===== src/sv/dmpr_pkg.sv =====
// shared types, codes and helpers for the dual motor power ramp
`timescale 1ns / 1ps

package dmpr_pkg;

   // field widths
   localparam int unsigned OP_W       = 3;
   localparam int unsigned SEL_W      = 2;
   localparam int unsigned POWER_W    = 8;
   localparam int unsigned RATE_REQ_W = 8;
   localparam int unsigned RATE_W     = 7;
   localparam int unsigned NOW_W      = 32;
   localparam int unsigned INTERVAL_W = 10;

   // reset values and limits
   localparam int unsigned TIME_BITS_DEFAULT = 32;
   localparam logic [INTERVAL_W-1:0] INTERVAL_RESET = 10'd20;
   localparam logic [RATE_W-1:0] RATE_RESET = 7'd10;
   localparam logic [RATE_W-1:0] RATE_MIN   = 7'd1;
   localparam logic [RATE_W-1:0] RATE_MAX   = 7'd100;
   localparam logic signed [POWER_W-1:0] POWER_MIN = -8'sd100;
   localparam logic signed [POWER_W-1:0] POWER_MAX = 8'sd100;

   // operation codes
   typedef enum logic [OP_W-1:0] {
      OP_UPDATE     = 3'd0,
      OP_SET_NOW    = 3'd1,
      OP_SET_SMOOTH = 3'd2,
      OP_SET_ACCEL  = 3'd3,
      OP_SET_DECEL  = 3'd4
   } op_type;

   // motor select codes
   typedef enum logic [SEL_W-1:0] {
      SEL_ONE     = 2'd0,
      SEL_TWO     = 2'd1,
      SEL_BOTH    = 2'd2,
      SEL_NEITHER = 2'd3
   } sel_type;

   typedef struct packed {
      logic [OP_W-1:0]           operation;
      logic [SEL_W-1:0]          motor_select;
      logic signed [POWER_W-1:0] power_request;
      logic [RATE_REQ_W-1:0]     accel_request;
      logic [RATE_REQ_W-1:0]     decel_request;
      logic [NOW_W-1:0]          now_ms;
   } req_type;

   typedef struct packed {
      logic signed [POWER_W-1:0] motor_one_level;
      logic signed [POWER_W-1:0] motor_two_level;
      logic signed [POWER_W-1:0] motor_one_goal;
      logic signed [POWER_W-1:0] motor_two_goal;
      logic                      motor_one_written;
      logic                      motor_two_written;
      logic                      still_ramping;
   } rsp_type;

   // power request limited to -100..100
   function automatic logic signed [POWER_W-1:0] clamp_power(
      input logic signed [POWER_W-1:0] raw
   );
      logic signed [POWER_W-1:0] v;
      v = raw;
      if (raw < POWER_MIN) begin
         v = POWER_MIN;
      end else if (raw > POWER_MAX) begin
         v = POWER_MAX;
      end
      return v;
   endfunction

   // rate request limited to 1..100
   function automatic logic [RATE_W-1:0] clamp_rate(
      input logic [RATE_REQ_W-1:0] raw
   );
      logic [RATE_W-1:0] v;
      v = RATE_W'(raw);
      if (raw == '0) begin
         v = RATE_MIN;
      end else if (raw > RATE_REQ_W'(RATE_MAX)) begin
         v = RATE_MAX;
      end
      return v;
   endfunction

endpackage


===== src/sv/dmpr_ramp.sv =====
// one ramp step of a motor level toward its goal
`timescale 1ns / 1ps

module dmpr_ramp (
   input  logic signed [dmpr_pkg::POWER_W-1:0] level,
   input  logic signed [dmpr_pkg::POWER_W-1:0] goal,
   input  logic [dmpr_pkg::RATE_W-1:0]         accel_rate,
   input  logic [dmpr_pkg::RATE_W-1:0]         decel_rate,
   output logic signed [dmpr_pkg::POWER_W-1:0] stepped
);

   // one guard bit so level +/- rate never wraps
   localparam int unsigned WIDE_W = dmpr_pkg::POWER_W + 1;

   logic signed [WIDE_W-1:0] level_w;
   logic signed [WIDE_W-1:0] goal_w;
   logic signed [WIDE_W-1:0] level_mag;
   logic signed [WIDE_W-1:0] goal_mag;
   logic signed [WIDE_W-1:0] rate_w;
   logic signed [WIDE_W-1:0] moved;
   logic signed [WIDE_W-1:0] limited;

   assign level_w   = {level[dmpr_pkg::POWER_W-1], level};
   assign goal_w    = {goal[dmpr_pkg::POWER_W-1], goal};
   assign level_mag = (level_w < 0) ? -level_w : level_w;
   assign goal_mag  = (goal_w < 0) ? -goal_w : goal_w;

   // speeding up uses the acceleration rate, anything else decelerates
   assign rate_w = (goal_mag > level_mag) ? {2'b00, accel_rate} : {2'b00, decel_rate};

   always_comb begin
      if (level_w < goal_w) begin
         moved   = level_w + rate_w;
         limited = (moved > goal_w) ? goal_w : moved;
      end else begin
         moved   = level_w - rate_w;
         limited = (moved < goal_w) ? goal_w : moved;
      end
   end

   assign stepped = dmpr_pkg::POWER_W'(limited);

endmodule


===== src/sv/dual_motor_power_ramp.sv =====
// top level of the dual motor power ramp
// Two-channel motor power ramp with separate acceleration and deceleration
// slew rates. Each request transfer produces exactly one response transfer
// carrying both motor levels, both goals, the per-motor written flags and a
// ramping flag. Requests are registered on acceptance, processed by one pass
// of combinational logic against the motor state and the result lands in a
// response register, so one transfer per cycle is sustained while rsp_ready
// is high. A request is taken whenever the request register is empty or hands
// its item to the response register in the same cycle, so req_ready depends
// combinationally on rsp_ready and a stalled response holds at most one
// request behind it. Update requests (operation 0) step every unsettled motor
// once the elapsed time, now_ms minus the last step time modulo 2^TIME_BITS,
// reaches the step interval register. The interval is written over the csr
// port, which is always ready and must only be written while no request is
// in flight. There is no clearing pass after reset; state is in flip-flops.
`timescale 1ns / 1ps

module dual_motor_power_ramp #(
   parameter int unsigned TIME_BITS = dmpr_pkg::TIME_BITS_DEFAULT
) (
   input  logic                                clock,
   input  logic                                reset,

   // request channel
   input  logic                                req_valid,
   output logic                                req_ready,
   input  dmpr_pkg::req_type                   req_payload,

   // response channel
   output logic                                rsp_valid,
   input  logic                                rsp_ready,
   output dmpr_pkg::rsp_type                   rsp_payload,

   // step interval register write
   input  logic                                csr_valid,
   output logic                                csr_ready,
   input  logic [dmpr_pkg::INTERVAL_W-1:0]     csr_data
);

   // elapsed time compared at the wider of time and interval widths
   localparam int unsigned CMP_W =
      (TIME_BITS > dmpr_pkg::INTERVAL_W) ? TIME_BITS : dmpr_pkg::INTERVAL_W;

   // ---------------------------------------------------------------------
   // handshake and stage registers
   // ---------------------------------------------------------------------
   logic                req_vld_ff, req_vld_in;
   dmpr_pkg::req_type   req_ff, req_in;
   logic                rsp_vld_ff, rsp_vld_in;
   dmpr_pkg::rsp_type   rsp_ff, rsp_in;
   logic                rsp_free;
   logic                advance;
   logic                req_take;

   // motor state
   logic signed [dmpr_pkg::POWER_W-1:0] level_one_ff, level_one_in;
   logic signed [dmpr_pkg::POWER_W-1:0] level_two_ff, level_two_in;
   logic signed [dmpr_pkg::POWER_W-1:0] goal_one_ff, goal_one_in;
   logic signed [dmpr_pkg::POWER_W-1:0] goal_two_ff, goal_two_in;
   logic [dmpr_pkg::RATE_W-1:0]         accel_ff, accel_in;
   logic [dmpr_pkg::RATE_W-1:0]         decel_ff, decel_in;
   logic [TIME_BITS-1:0]                last_step_ff, last_step_in;
   logic [dmpr_pkg::INTERVAL_W-1:0]     interval_ff, interval_in;

   // processing signals
   logic signed [dmpr_pkg::POWER_W-1:0] power_lim;
   logic signed [dmpr_pkg::POWER_W-1:0] step_one;
   logic signed [dmpr_pkg::POWER_W-1:0] step_two;
   logic [dmpr_pkg::RATE_W-1:0]         accel_lim;
   logic [dmpr_pkg::RATE_W-1:0]         decel_lim;
   logic [TIME_BITS-1:0]                now_t;
   logic [TIME_BITS-1:0]                elapsed;
   logic [CMP_W-1:0]                    elapsed_w;
   logic                                interval_due;
   logic                                pick_one;
   logic                                pick_two;
   logic                                wrote_one;
   logic                                wrote_two;
   logic                                step_taken;
   logic                                unsettled_one;
   logic                                unsettled_two;

   // ---------------------------------------------------------------------
   // flow control: the response register frees when empty or drained,
   // the request register moves on whenever the response register frees
   // ---------------------------------------------------------------------
   assign rsp_free  = !rsp_vld_ff || rsp_ready;
   assign advance   = req_vld_ff && rsp_free;
   assign req_ready = !req_vld_ff || rsp_free;
   assign req_take  = req_valid && req_ready;
   assign csr_ready = 1'b1;

   assign rsp_valid   = rsp_vld_ff;
   assign rsp_payload = rsp_ff;

   always_comb begin
      req_vld_in = req_vld_ff;
      req_in     = req_ff;
      if (req_take) begin
         req_vld_in = 1'b1;
         req_in     = req_payload;
      end else if (advance) begin
         req_vld_in = 1'b0;
      end
   end

   always_comb begin
      rsp_vld_in = rsp_vld_ff;
      if (advance) begin
         rsp_vld_in = 1'b1;
      end else if (rsp_ready) begin
         rsp_vld_in = 1'b0;
      end
   end

   // ---------------------------------------------------------------------
   // request decode
   // ---------------------------------------------------------------------
   assign power_lim = dmpr_pkg::clamp_power(req_ff.power_request);
   assign accel_lim = dmpr_pkg::clamp_rate(req_ff.accel_request);
   assign decel_lim = dmpr_pkg::clamp_rate(req_ff.decel_request);

   assign pick_one = req_ff.motor_select inside {dmpr_pkg::SEL_ONE, dmpr_pkg::SEL_BOTH};
   assign pick_two = req_ff.motor_select inside {dmpr_pkg::SEL_TWO, dmpr_pkg::SEL_BOTH};

   // wrapping time difference, only the low TIME_BITS of now_ms count
   assign now_t        = TIME_BITS'(req_ff.now_ms);
   assign elapsed      = now_t - last_step_ff;
   assign elapsed_w    = CMP_W'(elapsed);
   assign interval_due = elapsed_w >= CMP_W'(interval_ff);

   assign unsettled_one = level_one_ff != goal_one_ff;
   assign unsettled_two = level_two_ff != goal_two_ff;

   // one slew step per motor
   dmpr_ramp u_ramp_one (
      .level      (level_one_ff),
      .goal       (goal_one_ff),
      .accel_rate (accel_ff),
      .decel_rate (decel_ff),
      .stepped    (step_one)
   );

   dmpr_ramp u_ramp_two (
      .level      (level_two_ff),
      .goal       (goal_two_ff),
      .accel_rate (accel_ff),
      .decel_rate (decel_ff),
      .stepped    (step_two)
   );

   // ---------------------------------------------------------------------
   // state update for the request in the request register
   // ---------------------------------------------------------------------
   always_comb begin
      level_one_in = level_one_ff;
      level_two_in = level_two_ff;
      goal_one_in  = goal_one_ff;
      goal_two_in  = goal_two_ff;
      accel_in     = accel_ff;
      decel_in     = decel_ff;
      last_step_in = last_step_ff;
      wrote_one    = 1'b0;
      wrote_two    = 1'b0;
      step_taken   = 1'b0;

      if (advance) begin
         case (req_ff.operation)
            dmpr_pkg::OP_UPDATE: begin
               if (interval_due) begin
                  // a due tick restarts the interval even with nothing to move
                  step_taken   = 1'b1;
                  last_step_in = now_t;
                  if (unsettled_one) begin
                     level_one_in = step_one;
                     wrote_one    = 1'b1;
                  end
                  if (unsettled_two) begin
                     level_two_in = step_two;
                     wrote_two    = 1'b1;
                  end
               end
            end
            dmpr_pkg::OP_SET_NOW: begin
               if (pick_one) begin
                  level_one_in = power_lim;
                  goal_one_in  = power_lim;
                  wrote_one    = 1'b1;
               end
               if (pick_two) begin
                  level_two_in = power_lim;
                  goal_two_in  = power_lim;
                  wrote_two    = 1'b1;
               end
            end
            dmpr_pkg::OP_SET_SMOOTH: begin
               if (pick_one) begin
                  goal_one_in = power_lim;
               end
               if (pick_two) begin
                  goal_two_in = power_lim;
               end
               // zero requests keep the old rate, zero decel follows new accel
               if (req_ff.accel_request != '0) begin
                  accel_in = accel_lim;
               end
               if (req_ff.decel_request != '0) begin
                  decel_in = decel_lim;
               end else if (req_ff.accel_request != '0) begin
                  decel_in = accel_lim;
               end
            end
            dmpr_pkg::OP_SET_ACCEL: begin
               accel_in = accel_lim;
            end
            dmpr_pkg::OP_SET_DECEL: begin
               decel_in = decel_lim;
            end
            default: begin
               // unused codes only report the state
            end
         endcase
      end
   end

   // interval register write
   always_comb begin
      interval_in = interval_ff;
      if (csr_valid && csr_ready) begin
         interval_in = csr_data;
      end
   end

   // ---------------------------------------------------------------------
   // response build: on a due tick the ramping flag reports the motors
   // unsettled before the step, otherwise the state after the request
   // ---------------------------------------------------------------------
   always_comb begin
      rsp_in = rsp_ff;
      if (advance) begin
         rsp_in.motor_one_level   = level_one_in;
         rsp_in.motor_two_level   = level_two_in;
         rsp_in.motor_one_goal    = goal_one_in;
         rsp_in.motor_two_goal    = goal_two_in;
         rsp_in.motor_one_written = wrote_one;
         rsp_in.motor_two_written = wrote_two;
         rsp_in.still_ramping     = step_taken ? (wrote_one || wrote_two) :
                                    ((level_one_in != goal_one_in) ||
                                     (level_two_in != goal_two_in));
      end
   end

   // ---------------------------------------------------------------------
   // registers
   // ---------------------------------------------------------------------
   always_ff @(posedge clock) begin
      if (reset) begin
         req_vld_ff   <= 1'b0;
         rsp_vld_ff   <= 1'b0;
         level_one_ff <= '0;
         level_two_ff <= '0;
         goal_one_ff  <= '0;
         goal_two_ff  <= '0;
         accel_ff     <= dmpr_pkg::RATE_RESET;
         decel_ff     <= dmpr_pkg::RATE_RESET;
         last_step_ff <= '0;
         interval_ff  <= dmpr_pkg::INTERVAL_RESET;
      end else begin
         req_vld_ff   <= req_vld_in;
         rsp_vld_ff   <= rsp_vld_in;
         level_one_ff <= level_one_in;
         level_two_ff <= level_two_in;
         goal_one_ff  <= goal_one_in;
         goal_two_ff  <= goal_two_in;
         accel_ff     <= accel_in;
         decel_ff     <= decel_in;
         last_step_ff <= last_step_in;
         interval_ff  <= interval_in;
      end
   end

   // payload registers, no reset needed
   always_ff @(posedge clock) begin
      req_ff <= req_in;
      rsp_ff <= rsp_in;
   end

`ifndef SYNTHESIS
   // a processed request always shows up as a response next cycle
   assert property (@(posedge clock) disable iff (reset)
      advance |=> rsp_vld_ff)
      else $error("processed request did not reach the response register");

   // a settled response means both levels sit on their goals
   assert property (@(posedge clock) disable iff (reset)
      (rsp_vld_ff && !rsp_ff.still_ramping) |->
         ((rsp_ff.motor_one_level == rsp_ff.motor_one_goal) &&
          (rsp_ff.motor_two_level == rsp_ff.motor_two_goal)))
      else $error("ramping flag clear while a motor is off its goal");

   // levels never leave the power range
   assert property (@(posedge clock) disable iff (reset)
      (level_one_ff >= dmpr_pkg::POWER_MIN) && (level_one_ff <= dmpr_pkg::POWER_MAX) &&
      (level_two_ff >= dmpr_pkg::POWER_MIN) && (level_two_ff <= dmpr_pkg::POWER_MAX))
      else $error("motor level out of range");

   // rates stay within 1..100
   assert property (@(posedge clock) disable iff (reset)
      (accel_ff >= dmpr_pkg::RATE_MIN) && (accel_ff <= dmpr_pkg::RATE_MAX) &&
      (decel_ff >= dmpr_pkg::RATE_MIN) && (decel_ff <= dmpr_pkg::RATE_MAX))
      else $error("ramp rate out of range");
`endif

endmodule


===== config.mk =====
export PLATFORM = sky130hd
export DESIGN_NAME = dual_motor_power_ramp
export DESIGN_NICKNAME = d
export VERILOG_FILES = /design/src/sv/dmpr_pkg.sv /design/src/sv/dmpr_ramp.sv /design/src/sv/dual_motor_power_ramp.sv
export SDC_FILE = /design/constraint.sdc
export NUM_CORES = 1
export LEC_CHECK = 0
export BUFFER_PORTS_ARGS = -buffer_cell sky130_fd_sc_hd__buf_2
export CAP_MARGIN = 15
export CORE_UTILIZATION = 35
export DETAILED_ROUTE_END_ITERATION = 16
export GPL_ROUTABILITY_DRIVEN = 1
export PLACE_DENSITY = 0.61
export SLEW_MARGIN = 25
export SYNTH_ARGS = -nofsm -noshare
export SYNTH_HDL_FRONTEND = slang
export SYNTH_HIERARCHICAL = 1
export SYNTH_SLANG_ARGS = --single-unit

===== constraint.sdc =====
create_clock -name clock -period 7.9 [get_ports clock]
set_clock_uncertainty 0.05 [all_clocks]
set_input_delay 1.975 -clock clock [delete_from_list [all_inputs] [get_ports clock]]
set_output_delay 1.975 -clock clock [all_outputs]
set_load 0.01 [all_outputs]

**After elaboration in Yosys (flattened, before gate mapping)**

Index checks and enable logic that the tools add are counted.

- Bits in registers: 186
- Input port bits: 76
- Output and inout port bits: 38

- Add/sub/neg operators: 9
- Order comparisons: 17
- Eq/ne operators: 12
- Mux-type cells: 56
- Reduce and logical (&&, ||, !) cells: 24

Operators with widths:

| cell | count |
|---|---|
| $mux W8 | 22 |
| $mux W7 | 8 |
| $mux W9 | 4 |
| $neg A8 Y9 | 4 |
| $ge A32 B10 Y1 | 1 |
| $lt A8 B1 Y1 const B | 4 |
| $ne A8 B8 Y1 | 4 |
| $pmux W8 S2 | 2 |
| $sub A32 B32 Y32 | 1 |
| $pmux W7 S2 | 2 |
| $add A8 B8 Y9 | 2 |
| $gt A9 B8 Y1 | 2 |
| $gt A9 B9 Y1 | 2 |
| $lt A9 B8 Y1 | 2 |
| $sub A8 B8 Y9 | 2 |
| $gt A8 B7 Y1 const B | 2 |
| $logic_not A8 Y1 | 2 |
| $lt A8 B8 Y1 | 2 |
| $mux W1 | 16 |
| $reduce_bool A8 Y1 | 2 |
| $reduce_bool A2 Y1 | 6 |
| $reduce_and A3 Y1 | 3 |
| $gt A8 B8 Y1 const B | 1 |
| $lt A8 B8 Y1 const B | 1 |
| 14 further kinds | 21 |

**Longest topological paths before layout**

Gate-level depths: netlist of the first run.

- Depth after elaboration: 15
- Gate-level depth with buffers: 36
- Gate-level depth less buffers: 35

**By module**

Netlist of the first run, hierarchy kept.

Modules (own cells, without submodules):

| module | times used | cells each | area an instance (sq um) | sequential area each (sq um) |
|---|---|---|---|---|
| dual_motor_power_ramp | 1 | 1028 | 9944.5 | 4684.5 |
| dmpr_ramp (u_ramp_two) | 1 | 241 | 1980.6 | 0.0 |
| dmpr_ramp (u_ramp_one) | 1 | 253 | 1975.6 | 0.0 |

**Worst setup path before layout of the first run**

OpenSTA, ideal clock, no wires.

- Kind: flip-flop to flip-flop
- Start point: register level_one_ff[1] in the netlist's numbering
- End point: register rsp_ff (netlist bit rsp_payload[0]) (data pin)
- Setup time: 0.265 ns
- Arrival time: 6.886 ns
- Data required time: 7.585 ns
- Slack: 0.698 ns
- Cell stages (with the launch flop): 37
- Cell sequence: dfxtp_1 -> inv_1 -> ha_1 -> nand2b_1 -> o21ai_0 -> xor2_1 -> ha_1 -> o21ai_0 -> a31oi_1 -> o31ai_1 -> a31oi_2 -> buf_6 -> mux2_2 -> ha_1 -> inv_1 -> fa_1 -> nor2b_1 -> o31a_1 -> o21a_1 -> or3_1 -> and2_1 -> ha_1 -> a21oi_2 -> o32ai_1 -> a221o_1 -> and2_4 -> o22a_4 -> a221o_1 -> nand3_1 -> nand2_1 -> inv_1 -> o2111a_1 -> nor3b_1 -> o311ai_1 -> or4b_1 -> nor4_1 -> a21oi_1

- Longest elaborated chain between the ends: 15
- Elaborated cells between the ends (all ways): 27
- Classes of those cells: add/sub: 3; order compare: 5; eq/ne: 2; mux: 15; reduce/logical: 2

RTL lines:

| element | line | text |
|---|---|---|
| start: declaration | dual_motor_power_ramp.sv:56 | `logic signed [dmpr_pkg::POWER_W-1:0] level_one_ff, level_one_in;` |
| start signal: assignment | dual_motor_power_ramp.sv:271 | `level_one_ff <= level_one_in;` |
| $neg A8 Y9 / $lt A8 B1 Y1 (equally long branches) | dmpr_ramp.sv:25 | `assign level_mag = (level_w < 0) ? -level_w : level_w;` |
| $mux W9 | dmpr_ramp.sv:25 |  |
| $gt A9 B9 Y1 | dmpr_ramp.sv:29 | `assign rate_w = (goal_mag > level_mag) ? {2'b00, accel_rate} : {2'b00, decel_rate};` |
| $mux W7 | dmpr_ramp.sv:29 |  |
| $sub A8 B8 Y9 / $add A8 B8 Y9 (equally long branches) | dmpr_ramp.sv:36, dmpr_ramp.sv:33 |  |
| $lt A9 B8 Y1 / $gt A9 B8 Y1 (equally long branches) | dmpr_ramp.sv:37, dmpr_ramp.sv:34 |  |
| $mux W8 (on tied branches) | dmpr_ramp.sv:37, dmpr_ramp.sv:34 |  |
| $mux W8 (*) | dmpr_ramp.sv:32 | `if (level_w < goal_w) begin` |
| net step_one, one bit | dual_motor_power_ramp.sv:67 | `logic signed [dmpr_pkg::POWER_W-1:0] step_one;` |
| $mux W8 (*) | dual_motor_power_ramp.sv:174 | `if (unsettled_one) begin` |
| $mux W8 (*) | dual_motor_power_ramp.sv:170 | `if (interval_due) begin` |
| $pmux W8 S2 (*) | dual_motor_power_ramp.sv:168 | `case (req_ff.operation)` |
| $mux W8 (*) | dual_motor_power_ramp.sv:167 | `if (advance) begin` |
| $ne A8 B8 Y1 (*) | dual_motor_power_ramp.sv:248 | `((level_one_in != goal_one_in) \|\|` |
| $logic_or A1 B1 Y1 (*) | dual_motor_power_ramp.sv:248 |  |
| $mux W1 (*) | dual_motor_power_ramp.sv:247 | `rsp_in.still_ramping = step_taken ? (wrote_one \|\| wrote_two) :` |
| end signal: assignment | dual_motor_power_ramp.sv:285 | `rsp_ff <= rsp_in;` |
| end: declaration | dual_motor_power_ramp.sv:50 | `dmpr_pkg::rsp_type rsp_ff, rsp_in;` |

The timed path passes the listed nets; every way through them passes the cells marked *.
A chain may end at the register's enable or synchronous reset.

**Final worst setup path of the first run**

- Start point: register level_one_ff[4] in the netlist's numbering
- End point: register rsp_ff (netlist bit rsp_payload[0]) (data pin)

Same word-level chain as after synthesis.

==> summary.txt, run 1 <==
Outcome = finished clean
P&R area growth vs syn = 14.3%
# port buffers = 112
Dominant cells by area after synthesis = edfxtp_1 (21%), ha_1 (13%), dfxtp_1 (13%)
Hold crit path type = reg -> reg
Top cell type's share of synthesized area = 20.7%
Detail Placement HPWL = 30200 um
Initial core utilization = 35.7%
Reg2Reg Capture Point = rsp_payload[0]
1st-iter DRT viols = 825
Yosys warns = 6
Core ar. = 38900 um^2
Placed cell area = 15200 um^2
Inst Count DP = 2144
Detailed Routing Iterations Pass 1 = 5
Max-cap violation count = 0
Register cell area after layout = 4690 um^2
Largest net degree at the start of global routing = 77
Syn nets = 1752
Fin crit period = 7.55 ns
Setup CP Type = reg -> reg
Cells after Synth = 1522
Max Slew Vio Count = 0
Top Ports = 114
Yosys reg bits = 186
Site row count = 72
Commonest cells post-synth = nor2_1 (185), ha_1 (149), inv_1 (127)
R2r startpoint = level_one_ff[4]
Synth area leader = edfxtp_1
Initial antenna violation count = 0
Post-synth cell types = 103
Final setup fails = 0
Share of cells above drive strength 1 = 17.0%
Place WS = 0.247 ns
H-tree levels = 4
Pwr Density = 153 nW/um^2
Most common cell in the netlist = nor2_1
Total negative setup slack = 0 ns
Ant. Diodes = 0
WHS = 0.438 ns
RSZ-0062 raised after global routing = false
Post-synth ARST share = 0%
Chip width = 201 um
CP endpoint kind = register
First-pass GRT wire length = 61500 um
Gr usage total = 19.2%
Crit Path Max Fanout = 4
Post-synthesis sequential area ratio = 33.7%
Worst IR Drop VDD = 0.000170 V
Finished Cell Area = 15900 um^2
Delay of the slowest critical-path stage = 0.50 ns
Clk buf depth = 2
P_leak = 6.76 nW
Most used cell, CP = ha_1
Worst Setup Start Kind = register
# fillers = 3969
Synthesized area = 13900 um^2
Finished Layout Cells = 2180
TritonCTS clock tree = yes
GRT Residual Overflow = 0
Avg WL per Cell = 17.9 um
Die area = 40500 um^2
Placer Congestion = 0.920
Clock sinks = 186
Drc violations = 0
Ys flop type = edfxtp_1
Critical path endpoint = rsp_payload[0]
R2R Setup Slk = 0.35 ns
Worst Tran Pin Value = 0.988 ns
Routed WL = 39000 um
Post-synth EDFFs = 96
Layout Nets = 1879
Die height = 201 um
CP max stage cell = or4b_1
CP startpoint = level_one_ff[4]
WP data arrival = 7.71 ns
Via/cell ratio = 5.38
Vias in the first global route = 11200
Clk slew on worst S/H paths = 0.08 ns
DR vias = 11700
Max-slew headroom = 33.6%
Final WS setup = 0.352 ns
Data required, critical path = 8.07 ns
Peak Freq = 0.132 GHz
CTS Root Buffer Type = clkbuf_16
Antenna viol nets, final = 0
Clk_lat worst skew = 0.46 ns
Multi-input gate area = 8540 um^2
Number of buffers created by CTS = 17
Final hold vios = 0
Fin crit share = 95.5%
Reg2reg path depth = 34
Syn_area_per_cell = 9.13 um^2
==> cells by family (layout without fill, tap and decap cells) <==
logic type	count (synthesis)	after routing	synth area share, %
AND/OR/NAND/NOR	459	459	16.1
AO/OA/AOI/OAI	388	388	20.0
flip-flops	186	186	33.7
buffers and inverters	176	316	5.36
adder cells (fa/ha/maj)	154	154	14.1
XOR/XNOR	83	83	5.23
multiplexers	71	71	5.35
other	5	5	0.135
==> flip-flops by register name (all words and copies together), names as in the netlist <==
| signal | flops |
|---|---|
| rsp_payload | 35 |
| last_step_ff | 32 |
| now_t | 32 |
| req_ff | 29 |
| interval_ff | 10 |
| goal_one_ff | 8 |
| goal_two_ff | 8 |
| level_one_ff | 8 |
| level_two_ff | 8 |
| accel_ff | 7 |
| decel_ff | 7 |
| req_vld_ff | 1 |
| rsp_valid | 1 |
==> how the worst min path moves through the flow <==
stage / from / to / slack (ns) / cells after the start
floorplan: interval_ff[1] / interval_ff[1] / 0.41 / 2
global placement: interval_ff[2] / interval_ff[2] / 0.43 / 2
detailed placement: interval_ff[2] / interval_ff[2] / 0.43 / 2
CTS: interval_ff[2] / interval_ff[2] / 0.44 / 2
global route: interval_ff[2] / interval_ff[2] / 0.49 / 2
finish: interval_ff[2] / interval_ff[2] / 0.44 / 2
==> cells in the final DEF (no fill, tap or decap), types with 10 or more instances in the layout <==
cell type / n
nor3_1: 24
o21a_1: 13
xor2_1: 35
nand2_1: 94
a22oi_1: 13
xnor2_1: 48
nor4_1: 12
nand3_1: 19
dfxtp_1: 88
and2_1: 18
nor2b_1: 12
o21ai_0: 49
o21bai_1: 14
a21o_1: 26
a21oi_2: 12
a211oi_1: 13
mux2_2: 11
edfxtp_1: 96
clkbuf_16: 17
nor2_1: 185
a221o_1: 12
buf_2: 112
ha_1: 147
o22ai_1: 11
and4_1: 10
a21oi_1: 100
nand4_1: 20
and3_1: 10
inv_1: 122
buf_4: 45
mux2i_1: 51
o211ai_1: 17
==> stage by stage <==
step | power (W) | util, %
floorplan | 0.00140 | -
finish | 0.00242 | 40.8
CTS | 0.00245 | 40.6
global route | 0.00254 | 40.8
global placement | 0.00152 | 39.0
detailed placement | 0.00152 | 39.0
==> final cells by class <==
| cell class | instances | share of cell area (%) |
|---|---|---|
| Multi-Input combinational cell | 1160 | 53.7 |
| Sequential cell | 186 | 29.5 |
| Timing Repair Buffer | 157 | 5.65 |
| Tap cell | 518 | 4.08 |
| Inverter | 127 | 3.00 |
| Clock buffer | 17 | 2.68 |
| Clock inverter | 15 | 1.34 |
==> per-layer routing <==
metal | vias up | track usage [%] | part of all wire, %
met1 | 5560 | 25.9 | 47
met2 | 320 | 31.1 | 46
met3 | 71 | 3.11 | 4.7
li1 | 5786 | - | -
met4 | 0 | 6.76 | 2.8
met5 | - | 0 | 0
==> power by group <==
part | leakage [nW] | internal, W | switching [W] | total [W]
Clock | 0.306 | 0.000441 | 0.000469 | 0.000911
Sequential | 1.66 | 0.00105 | 0.0000291 | 0.00108
Combinational | 4.79 | 0.000177 | 0.000254 | 0.000432
==> critical path, delay by kind of cell, from the launching register on <==
family | cells | cell delay, ns
and+or+nand+nor | 13 | 2.62
AOI/OAI and AO/OA | 12 | 2.51
adders and majority gates | 4 | 1.04
muxes | 1 | 0.36
buffers and inverters | 3 | 0.32
DFF | 1 | 0.31
xor gates and xnor gates | 1 | 0.09
==> what timing repair did <==
item	in CTS	in global routing
resized for setup	0	23
hold endpoints to repair	0	0
setup buffers	0	4
hold buffers	0	0
endpoints found under the setup margin	0	1
(Power assumes the default switching activity.)
==> inputs of run 2 (changes only) <==
Settings changed: CORE_MARGIN from default to 4, SLEW_MARGIN 25 to 10.
==> run 2 against run 1 <==
Register-to-register slack better by 0.03 ns. Setup slack better by 0.031 ns. Clock-buffer cell count increased by 1. Critical path depth is the same. Global-route usage shrank 1.3 points. First-iteration DRC count up 8.6%. Cell area shrank 0.60%. Worst hold slack gained 0.015 ns. Sequential share of layout area grew 0.19 points. Sequential cell count unchanged. Routed wire length increased by 0.18%. Cell count shrank 0.18%. Critical path type unchanged. Largest cell class unchanged.
==> summary.txt, run 2 (synthesis results as in run 1) <==
R2r startpoint = level_one_ff[0]
1st-iter DRT viols = 896 (+8.6%)
Clk pwr share = 35.7% (-1.9 points)
Via/cell ratio = 5.42 (+0.60%)
# fillers = 3915 (-1.4%)
Worst Tran Pin Value = 0.886 ns (-0.102 ns)
Die area = 43000 um^2 (+6.1%)
RSZ-0062 raised after global routing = false
P&R area growth vs syn = 13.6%
WHS Path Cells = 2 (unchanged)
Fraction of power consumed by sequential logic = 45.8% (+1.2 points)
Share of cells above drive strength 1 = 16.6% (-0.38 points)
CP max stage cell = or4b_1
Sw frac = 30.0% (-1.1 points)
Ant. Diodes = 0 (unchanged)
Max-cap violation count = 0 (unchanged)
Switching power = 0.000706 W (-6.2%)
Multi-input gate area = 8520 um^2 (-0.16%)
Max FFs per register = 35 (unchanged)
Combinational power share = 18.5% (+0.7 points)
Reg2Reg Capture Point = rsp_payload[0]
Avg WL per Cell = 17.9 um (+0.36%)
CTS Root Buffer Type = clkbuf_16
Vias in the first global route = 11800 (+5.3%)
Clk_lat worst skew = 0.46 ns (about the same)
Final setup fails = 0 (unchanged)
Commonest non-fill, non-tap cell in the layout = nor2_1
Max Slew Vio Count = 0 (unchanged)
Crit Path Max Fanout = 7 (+3)
Number of buffers created by CTS = 17 (unchanged)
Data required, critical path = 8.05 ns (-0.02 ns)
Clock sinks = 186 (unchanged)
Clk buf depth = 2 (unchanged)
Register cell area after layout = 4690 um^2 (about the same)
Fin crit period = 7.52 ns (-0.0314 ns)
Layout Nets = 1875 (-0.21%)
Initial antenna violation count = 0 (unchanged)
Outcome = finished clean
Die height = 207 um (+3.0%)
Place WS = 0.268 ns (+0.0203 ns)
Worst IR Drop VDD = 0.000164 V (-3.2%)
P_leak = 6.72 nW (-0.51%)
Peak Freq = 0.133 GHz (+0.42%)
Commonest cells after routing, fill and taps aside = nor2_1 (185), ha_1 (149), inv_1 (120)
R2R Setup Slk = 0.38 ns (+0.03 ns)
WP data arrival = 7.67 ns (-0.04 ns)
Max-slew headroom = 40.9% (+7.3 points)
Inst Count DP = 2138 (-0.28%)
Post-layout util = 40.6% (-0.24 points)
TritonCTS clock tree = yes
Antenna viol nets, final = 0 (unchanged)
Detail Placement HPWL = 30500 um (+0.97%)
CP endpoint kind = register
Finished Layout Cells = 2176 (-0.18%)
Delay of the slowest critical-path stage = 0.55 ns (+0.05 ns)
# port buffers = 112 (unchanged)
Initial core utilization = 35.7% (unchanged)
Drc violations = 0 (unchanged)
Routed WL = 39000 um (+0.18%)
Detailed Routing Iterations Pass 1 = 6 (+1)
GRT Residual Overflow = 0 (unchanged)
Hold crit path type = reg -> reg
DR vias = 11800 (+0.42%)
Top Ports = 114 (unchanged)
Hold_buf cts = 0 (unchanged)
Final hold vios = 0 (unchanged)
Worst Setup Start Kind = register
H-tree levels = 4 (unchanged)
Fin crit share = 95.1% (-0.40 points)
Most used cell, CP = ha_1
Gr usage total = 17.9% (-1.3 points)
Pwr Density = 149 nW/um^2 (-2.2%)
Total negative setup slack = 0 ns (unchanged)
Largest net degree at the start of global routing = 73 (-5.2%)
Chip width = 207 um (+3.0%)
Setup CP Type = reg -> reg
Int Pwr = 0.00165 W (-1.2%)
Final WS setup = 0.383 ns (+0.0314 ns)
First-pass GRT wire length = 63000 um (+2.5%)
Core ar. = 38900 um^2 (unchanged)
Hold path startpoint = interval_ff[3]
Placer Congestion = 0.927 (+0.82%)
Clk slew on worst S/H paths = 0.07 ns (about the same)
WHS Endpoint = interval_ff[3]
Pwr Total = 0.00236 W (-2.8%)
Reg2reg path depth = 34 (unchanged)
Site row count = 72 (unchanged)
-- run 2: cell types whose count changed in the layout (fill, tap and decap cells not counted), sizes merged --
| cell | previous run | this run |
|---|---|---|
| buf | 157 | 153 |
| clkinv | 8 | 5 |
| clkinvlp | 0 | 2 |
| clkbuf | 17 | 18 |
-- run 2: timing repair --
action,4_1_cts,5_1_grt
setup buffers,0,6
setup endpoints to repair,0,1
resized for setup,0,21
-- run 2: metal layers --
metal,track usage (%),routed length [um],vias up
met1,24.2,18000,5650
met4,4.81,675,0
met3,2.31,1750,45
met5,0,0,-
met2,30.4,18600,312
li1,-,-,5779
-- run 2: worst max-delay path by stage --
| stage | startpoint | to | depth (start not counted) |
|---|---|---|---|
| 6_report | level_one_ff[0] | rsp_payload[0] | 34 |
| 2_1_floorplan | level_one_ff[1] | rsp_payload[0] | 36 |
| 3_5_place_dp | goal_one_ff[0] | rsp_payload[0] | 35 |
| 3_3_place_gp | goal_one_ff[0] | rsp_payload[0] | 35 |
| 5_1_grt | level_one_ff[0] | rsp_payload[0] | 36 |
| 4_1_cts | goal_one_ff[0] | rsp_payload[0] | 35 |
-- run 2: power groups by stage --
stage / Combinational [W] / Clock (W) / Sequential [W]
final: 0.000435 / 0.000842 / 0.00108
after global routing: 0.000482 / 0.000905 / 0.00108
after CTS: 0.000423 / 0.000867 / 0.00108
after detailed placement: 0.000421 / 0 / 0.00110
after global placement: 0.000415 / 0 / 0.00110
after floorplan: 0.000303 / 0 / 0.00110
-- run 2: stage by stage --
| stage | instance area (um^2) | hold WS, ns |
|---|---|---|
| floorplan | 13900 | 0.410 |
| global placement | 15100 | 0.426 |
| detailed placement | 15100 | 0.442 |
| CTS | 15700 | 0.459 |
| global route | 15800 | 0.499 |
| finish | 15800 | 0.453 |
-- run 2: layout make-up --
type | count | area share [%]
clock buffer | 18 | 2.72
clock inverter | 14 | 0.808
inverter | 127 | 3.04
multi-input combinational | 1160 | 54.0
sequential | 186 | 29.7
tap | 518 | 4.10
timing repair buffer | 153 | 5.66
-- run 2: critical path: cells and delay by family, from the launching register on --
family                     cells  cell delay, ns
and+or+nand+nor               11            2.00
AOI/OAI and AO/OA             11            2.27
muxes                          2            0.46
DFF                            1            0.34
buffers and inverters          5            0.56
adders and majority gates      4            1.30
xor gates and xnor gates       1            0.28
